### src/design/delta_peak_valley_detector_unit_assert.svh
// Assertion macros shared by the detector modules.
// Both expect clk_i in the scope where they are used; DPVD_ASSERT also expects rst_ni.
`ifndef DELTA_PEAK_VALLEY_DETECTOR_UNIT_ASSERT_SVH
`define DELTA_PEAK_VALLEY_DETECTOR_UNIT_ASSERT_SVH
`ifndef SYNTH
`define DPVD_ASSERT(lbl, prop, msg) \
  lbl: assert property (@(posedge clk_i) disable iff (!rst_ni) (prop)) else $error(msg);
`define DPVD_ASSERT_ALWAYS(lbl, prop, msg) \
  lbl: assert property (@(posedge clk_i) (prop)) else $error(msg);
`else
`define DPVD_ASSERT(lbl, prop, msg)
`define DPVD_ASSERT_ALWAYS(lbl, prop, msg)
`endif
`endif

### src/design/dpvd_pkg.sv
package dpvd_pkg;

  localparam int unsigned SAMPLE_W   = 16;
  localparam int unsigned DELTA_W    = 16;
  localparam int unsigned POS_W      = 10;
  localparam int unsigned TOTAL_W    = 5;
  localparam int unsigned CFG_IDX_W  = 2;
  localparam int unsigned CFG_DATA_W = 16;
  // Wide enough for a sample plus or minus the full threshold.
  localparam int unsigned CMP_W      = SAMPLE_W + 2;

  typedef enum logic [1:0] {
    KIND_PEAK   = 2'd0,
    KIND_VALLEY = 2'd1,
    KIND_END    = 2'd2
  } kind_e;

  typedef enum logic [1:0] {
    STAT_DONE        = 2'd0,
    STAT_PEAK_FULL   = 2'd1,
    STAT_VALLEY_FULL = 2'd2
  } status_e;

  typedef enum logic [CFG_IDX_W-1:0] {
    CFG_DELTA      = 2'd0,
    CFG_SEEK_PEAK  = 2'd1,
    CFG_PEAK_CAP   = 2'd2,
    CFG_VALLEY_CAP = 2'd3
  } cfg_idx_e;

  typedef enum logic [2:0] {
    ST_LOAD,
    ST_PRIME,
    ST_START,
    ST_FETCH,
    ST_EVAL,
    ST_FINISH
  } state_e;

  typedef struct packed {
    logic signed [SAMPLE_W-1:0] sample_value;
    logic                       last_sample;
  } dpvd_sample_t;

  typedef struct packed {
    logic [1:0]         record_kind;
    logic [POS_W-1:0]   position;
    logic [1:0]         scan_status;
    logic [TOTAL_W-1:0] peak_total;
    logic [TOTAL_W-1:0] valley_total;
    logic               last_record;
  } dpvd_record_t;

  // Controller to datapath.
  typedef struct packed {
    logic load_wr;
    logic prime_rd;
    logic start_scan;
    logic fetch_rd;
    logic step;
    logic stop;
    logic emit_end;
  } dpvd_cmd_t;

  // Datapath to controller.
  typedef struct packed {
    logic more;
    logic find;
    logic cap_full;
    logic slot_free;
  } dpvd_stat_t;

endpackage

### src/design/dpvd_ctrl.sv
`include "delta_peak_valley_detector_unit_assert.svh"

module dpvd_ctrl (
  input  logic                 clk_i,
  input  logic                 rst_ni,
  input  logic                 in_valid_i,
  input  logic                 in_last_i,
  output logic                 in_ready_o,
  input  dpvd_pkg::dpvd_stat_t stat_i,
  output dpvd_pkg::dpvd_cmd_t  cmd_o
);
  import dpvd_pkg::*;

  state_e state_q, state_d;

  always_ff @(posedge clk_i or negedge rst_ni) begin
    if (!rst_ni) begin
      state_q <= ST_LOAD;
    end else begin
      state_q <= state_d;
    end
  end

  always_comb begin
    state_d = state_q;
    case (state_q)
      ST_LOAD: begin
        if (in_valid_i && in_last_i) state_d = ST_PRIME;
      end
      ST_PRIME: state_d = ST_START;
      ST_START: state_d = ST_FETCH;
      ST_FETCH: begin
        state_d = stat_i.more ? ST_EVAL : ST_FINISH;
      end
      ST_EVAL: begin
        if (stat_i.find && stat_i.cap_full) begin
          state_d = ST_FINISH;
        end else if (!stat_i.find || stat_i.slot_free) begin
          state_d = ST_FETCH;
        end
      end
      ST_FINISH: begin
        if (stat_i.slot_free) state_d = ST_LOAD;
      end
      default: state_d = ST_LOAD;
    endcase
  end

  always_comb begin
    cmd_o      = '0;
    in_ready_o = 1'b0;
    case (state_q)
      ST_LOAD: begin
        in_ready_o    = 1'b1;
        cmd_o.load_wr = in_valid_i;
      end
      ST_PRIME: cmd_o.prime_rd = 1'b1;
      ST_START: cmd_o.start_scan = 1'b1;
      ST_FETCH: cmd_o.fetch_rd = stat_i.more;
      ST_EVAL: begin
        // A find waits here until the record slot can take it.
        if (stat_i.find && stat_i.cap_full) begin
          cmd_o.stop = 1'b1;
        end else if (!stat_i.find || stat_i.slot_free) begin
          cmd_o.step = 1'b1;
        end
      end
      ST_FINISH: cmd_o.emit_end = stat_i.slot_free;
      default: ;
    endcase
  end

  `DPVD_ASSERT(a_find_into_free_slot, cmd_o.step && stat_i.find |-> stat_i.slot_free, "find record emitted into a busy slot")
  `DPVD_ASSERT(a_end_returns_to_load, cmd_o.emit_end |=> in_ready_o, "block did not return to loading after the end record")
  `DPVD_ASSERT(a_no_read_while_loading, cmd_o.load_wr |-> !(cmd_o.prime_rd || cmd_o.fetch_rd), "store read and write in the same cycle")

endmodule

### config.mk
export PLATFORM = sky130hd
export DESIGN_NAME = dpvd_ctrl
export DESIGN_NICKNAME = d
export VERILOG_FILES = /design/src/design/dpvd_pkg.sv /design/src/design/dpvd_ctrl.sv
export VERILOG_INCLUDE_DIRS = /design/src /design/src/design
export SDC_FILE = /design/constraint.sdc
export NUM_CORES = 1
export LEC_CHECK = 0
export ABC_CLOCK_PERIOD_IN_PS = 1650
export BUFFER_PORTS_ARGS = -buffer_cell sky130_fd_sc_hd__buf_2
export CORE_AREA = 5 5 42 44
export CTS_BUF_LIST = sky130_fd_sc_hd__clkbuf_8
export DETAILED_ROUTE_END_ITERATION = 8
export DIE_AREA = 0 0 47 49
export GPL_TIMING_DRIVEN = 0
export SKIP_CTS_REPAIR_TIMING = 1
export SYNTH_ARGS = -nofsm -noshare
export SYNTH_HDL_FRONTEND = slang
export SYNTH_SLANG_ARGS = --single-unit
### constraint.sdc
create_clock -name clk_i -period 1.65 [get_ports clk_i]
set_input_delay 0.165 -clock clk_i [delete_from_list [all_inputs] [get_ports clk_i]]
set_output_delay 0.165 -clock clk_i [all_outputs]
set_load 0.05 [all_outputs]
==> results.md <==
* Largest register FFs at 3
* Final ANT Viol Nets at 0
* Post-route core utilization at 0.298
* Global-route usage over all layers at 0.0685
* CTS Sinks at 3
* Worst Hold Launch: stat_i[0]
* Setup violators final at 0
* Most area-consuming cells after synthesis: dfrtp_1 (30%), nand2_1 (8.9%), nand2b_1 (7.4%), nor3_1 (5.9%), a211oi_1 (5.9%)
* Crit Reg-Reg Endpoint: state_q[0]
* Final GP Congestion at 0.718
* Layout Skew at 1.83 ps
* Post-Syn Nets at 42
* Worst-path cell chain: inv_1, nand2_1, a211oi_2, buf_2
* Logic pwr share at 0.601
* R2R Setup Slk at 590 ps
* Vias per inst at 4.44
* Vias at 311
* Avg Synthesized Cell Area at 7.43 sq um
* Post-detailed-route wirelength per cell at 10.4 um
* Ys flop type: dfrtp_1
* FF-to-FF path depth at 4
* Critical Path End Type: output port
* # DRC at 0
* Slowest cell on the critical path: dfrtp_1
* R2r startpoint: state_q[2]
* Fin crit period at 1570 ps
* Largest net degree at the start of global routing at 11
* First-pass GRT wire length at 1150 um
* Nets@finish at 63
* Total CTS buffers at 3
* Number of global-route vias before repair at 296
* Hold Path Cell Cnt at 2
* Unrepaired setup endpoints after global routing: false
* P&R area growth vs syn at 65.3%
* Initial Util at 0.180
* Yosys top cell by area: dfrtp_1
* Switch Pwr at 0.000456 W
* Reg with most FFs: state_q
* Worst setup SP type: register
* Worst path arrival time at 1400 ps
* Buf/Inv on CP at 2
* Fmax at 0.639 GHz
* Die W at 47 um
* Final period utilization at 0.949
* Fillers at 171
* Mapped Cells at 34
* Drt pass-1 iters at 1
* PD cells at 2110 nW/um^2
* Die Area at 2300 sq um
* Share of post-route cells with drive strength above 1 at 0.500
* Total number of yosys warnings at 0
* WL final at 731 um
* Top cells by count, synth: nand2_1 (6), dfrtp_1 (3), nand2b_1 (3), nor3_1 (3)
* EDFF count, synth at 0
* Mapped Area at 253 sq um
* CTS H-tree lvls at 1
* Type of the most critical hold path: in -> reg
* Root Buffer: clkbuf_8
* Status: finished clean
* Count leader, synth: nand2_1
* Die H at 49 um
* Max-slew violations at 0
* Inst Count DP at 65
* Yosys reg bits at 3
* Count of cell types in the netlist at 20
* Setup TNS at 0 ps
* Clk pwr share at 0.230
* Hold endpoint: state_q[0]
* Clk buf depth at 2
* Hpwl dp at 594 um
* Port Buffer Count at 15
* Worst vdd ir at 565 uV
* Internal Pwr Total at 0.000428 W
* Max_slew headroom at 0.822
* Clk Latency, worst-skew pair at 210 ps
* Sequential fraction of the synthesis area at 0.297
* Ys async rst share at 1.00
* Max incr delay on CP at 440 ps
* Worst Path Max Fanout at 7
* Layout Cells excl Fill at 70
* Post-route cell area at 418 sq um
* Largest regs: state_q (3)
* FP Rows at 14
* Hold Fails Final Rpt at 0
* Initial DRC Count at 0
* Diode count at 0
* Sequential share of power at 0.169
* GRT overflow at 0
* Initial antenna violation count at 0
* Io pins at 16
* Sw Ratio at 0.516
* Clock-pin slew on the worst setup and hold paths at 30 ps
* P_leak at 0.217 nW
* CP delay by family, top: buffers and inverters
* Max-cap violations at 0
* DP Area at 363 sq um
* Worst Path Required at 1480 ps
* Share of the synthesized area in the top cell type at 0.297
* Path type of the worst setup path: reg -> out
* CTS tree: yes
* Core ar. at 1400 sq um
* Tightest Pin Transition at 267 ps
* Total power at 0.000883 W
## area by class of cell
cell class                      count  area [sq um]  share of cell area
Clock buffer                        3          41.3              0.0988
Tap cell                           16          20.0              0.0479
Sequential cell                     3          75.1               0.180
Timing Repair Buffer               16          85.1               0.204
Buffer                              1          5.00              0.0120
Clock inverter                      1          3.75             0.00898
Inverter                            1          3.75             0.00898
Multi-Input combinational cell     29           184               0.440
## power by group through the flow
stage	logic (W)	clock network, W	registers [W]
2_1_floorplan	0.000431	0	0.000139
4_1_cts	0.000539	0.000211	0.000149
6_report	0.000531	0.000203	0.000149
5_1_grt	0.000571	0.000222	0.000157
3_3_place_gp	0.000529	0	0.000147
3_5_place_dp	0.000538	0	0.000149
## metrics by stage
| stage | setup WS, ps | hold WS [ps] |
|---|---|---|
| floorplan | -247 | -131 |
| global placement | 321 | -37.1 |
| detailed placement | 303 | -35.2 |
| CTS | 70.2 | -262 |
| global route | 0.0336 | 198 |
| finish | 83.9 | 192 |
## routing by layer
layer | vias to the layer above | global-route usage | part of all wire
met5 | - | 0 | 0
met3 | 0 | 0.0221 | 0.090
li1 | 160 | - | -
met2 | 10 | 0.102 | 0.48
met1 | 141 | 0.0819 | 0.43
met4 | 0 | 0.0415 | 0
## cell families (layout without fill, tap and decap cells)
family,Yosys count,after routing,share of synthesized area
flops,3,3,0.297
buf+inv,2,22,0.0346
compound gates,8,8,0.208
simple gates,21,21,0.460
## cells in the final DEF, fill, tap and decap left out, drive strengths merged
cell,count
o2111ai,1
and2b,2
nand3,2
clkbuf,3
nor2,1
dlygate4sd3,1
dfrtp,3
nor3,3
inv,2
a211oi,2
and3,2
buf,16
a21oi,2
nand2,6
nand2b,3
o21ai,3
and2,2
## worst register-to-register path, delay by kind of cell, from the launching register on
family / cells / cell delay [ps]
compound gates: 3 / 380
flops: 1 / 460
simple gates: 1 / 110
## worst max-delay path by stage
| stage | slack (ps) | startpoint | to | cells after the start |
|---|---|---|---|---|
| after global placement | 320 | state_q[2] | cmd_o[3] | 3 |
| final | 80 | state_q[1] | cmd_o[2] | 4 |
| after CTS | 70 | state_q[1] | cmd_o[2] | 4 |
| after detailed placement | 300 | state_q[1] | cmd_o[2] | 4 |
| after floorplan | -250 | state_q[0] | cmd_o[6] | 3 |
| after global routing | 0.03 | state_q[1] | cmd_o[2] | 4 |
(Power assumes the default switching activity.)
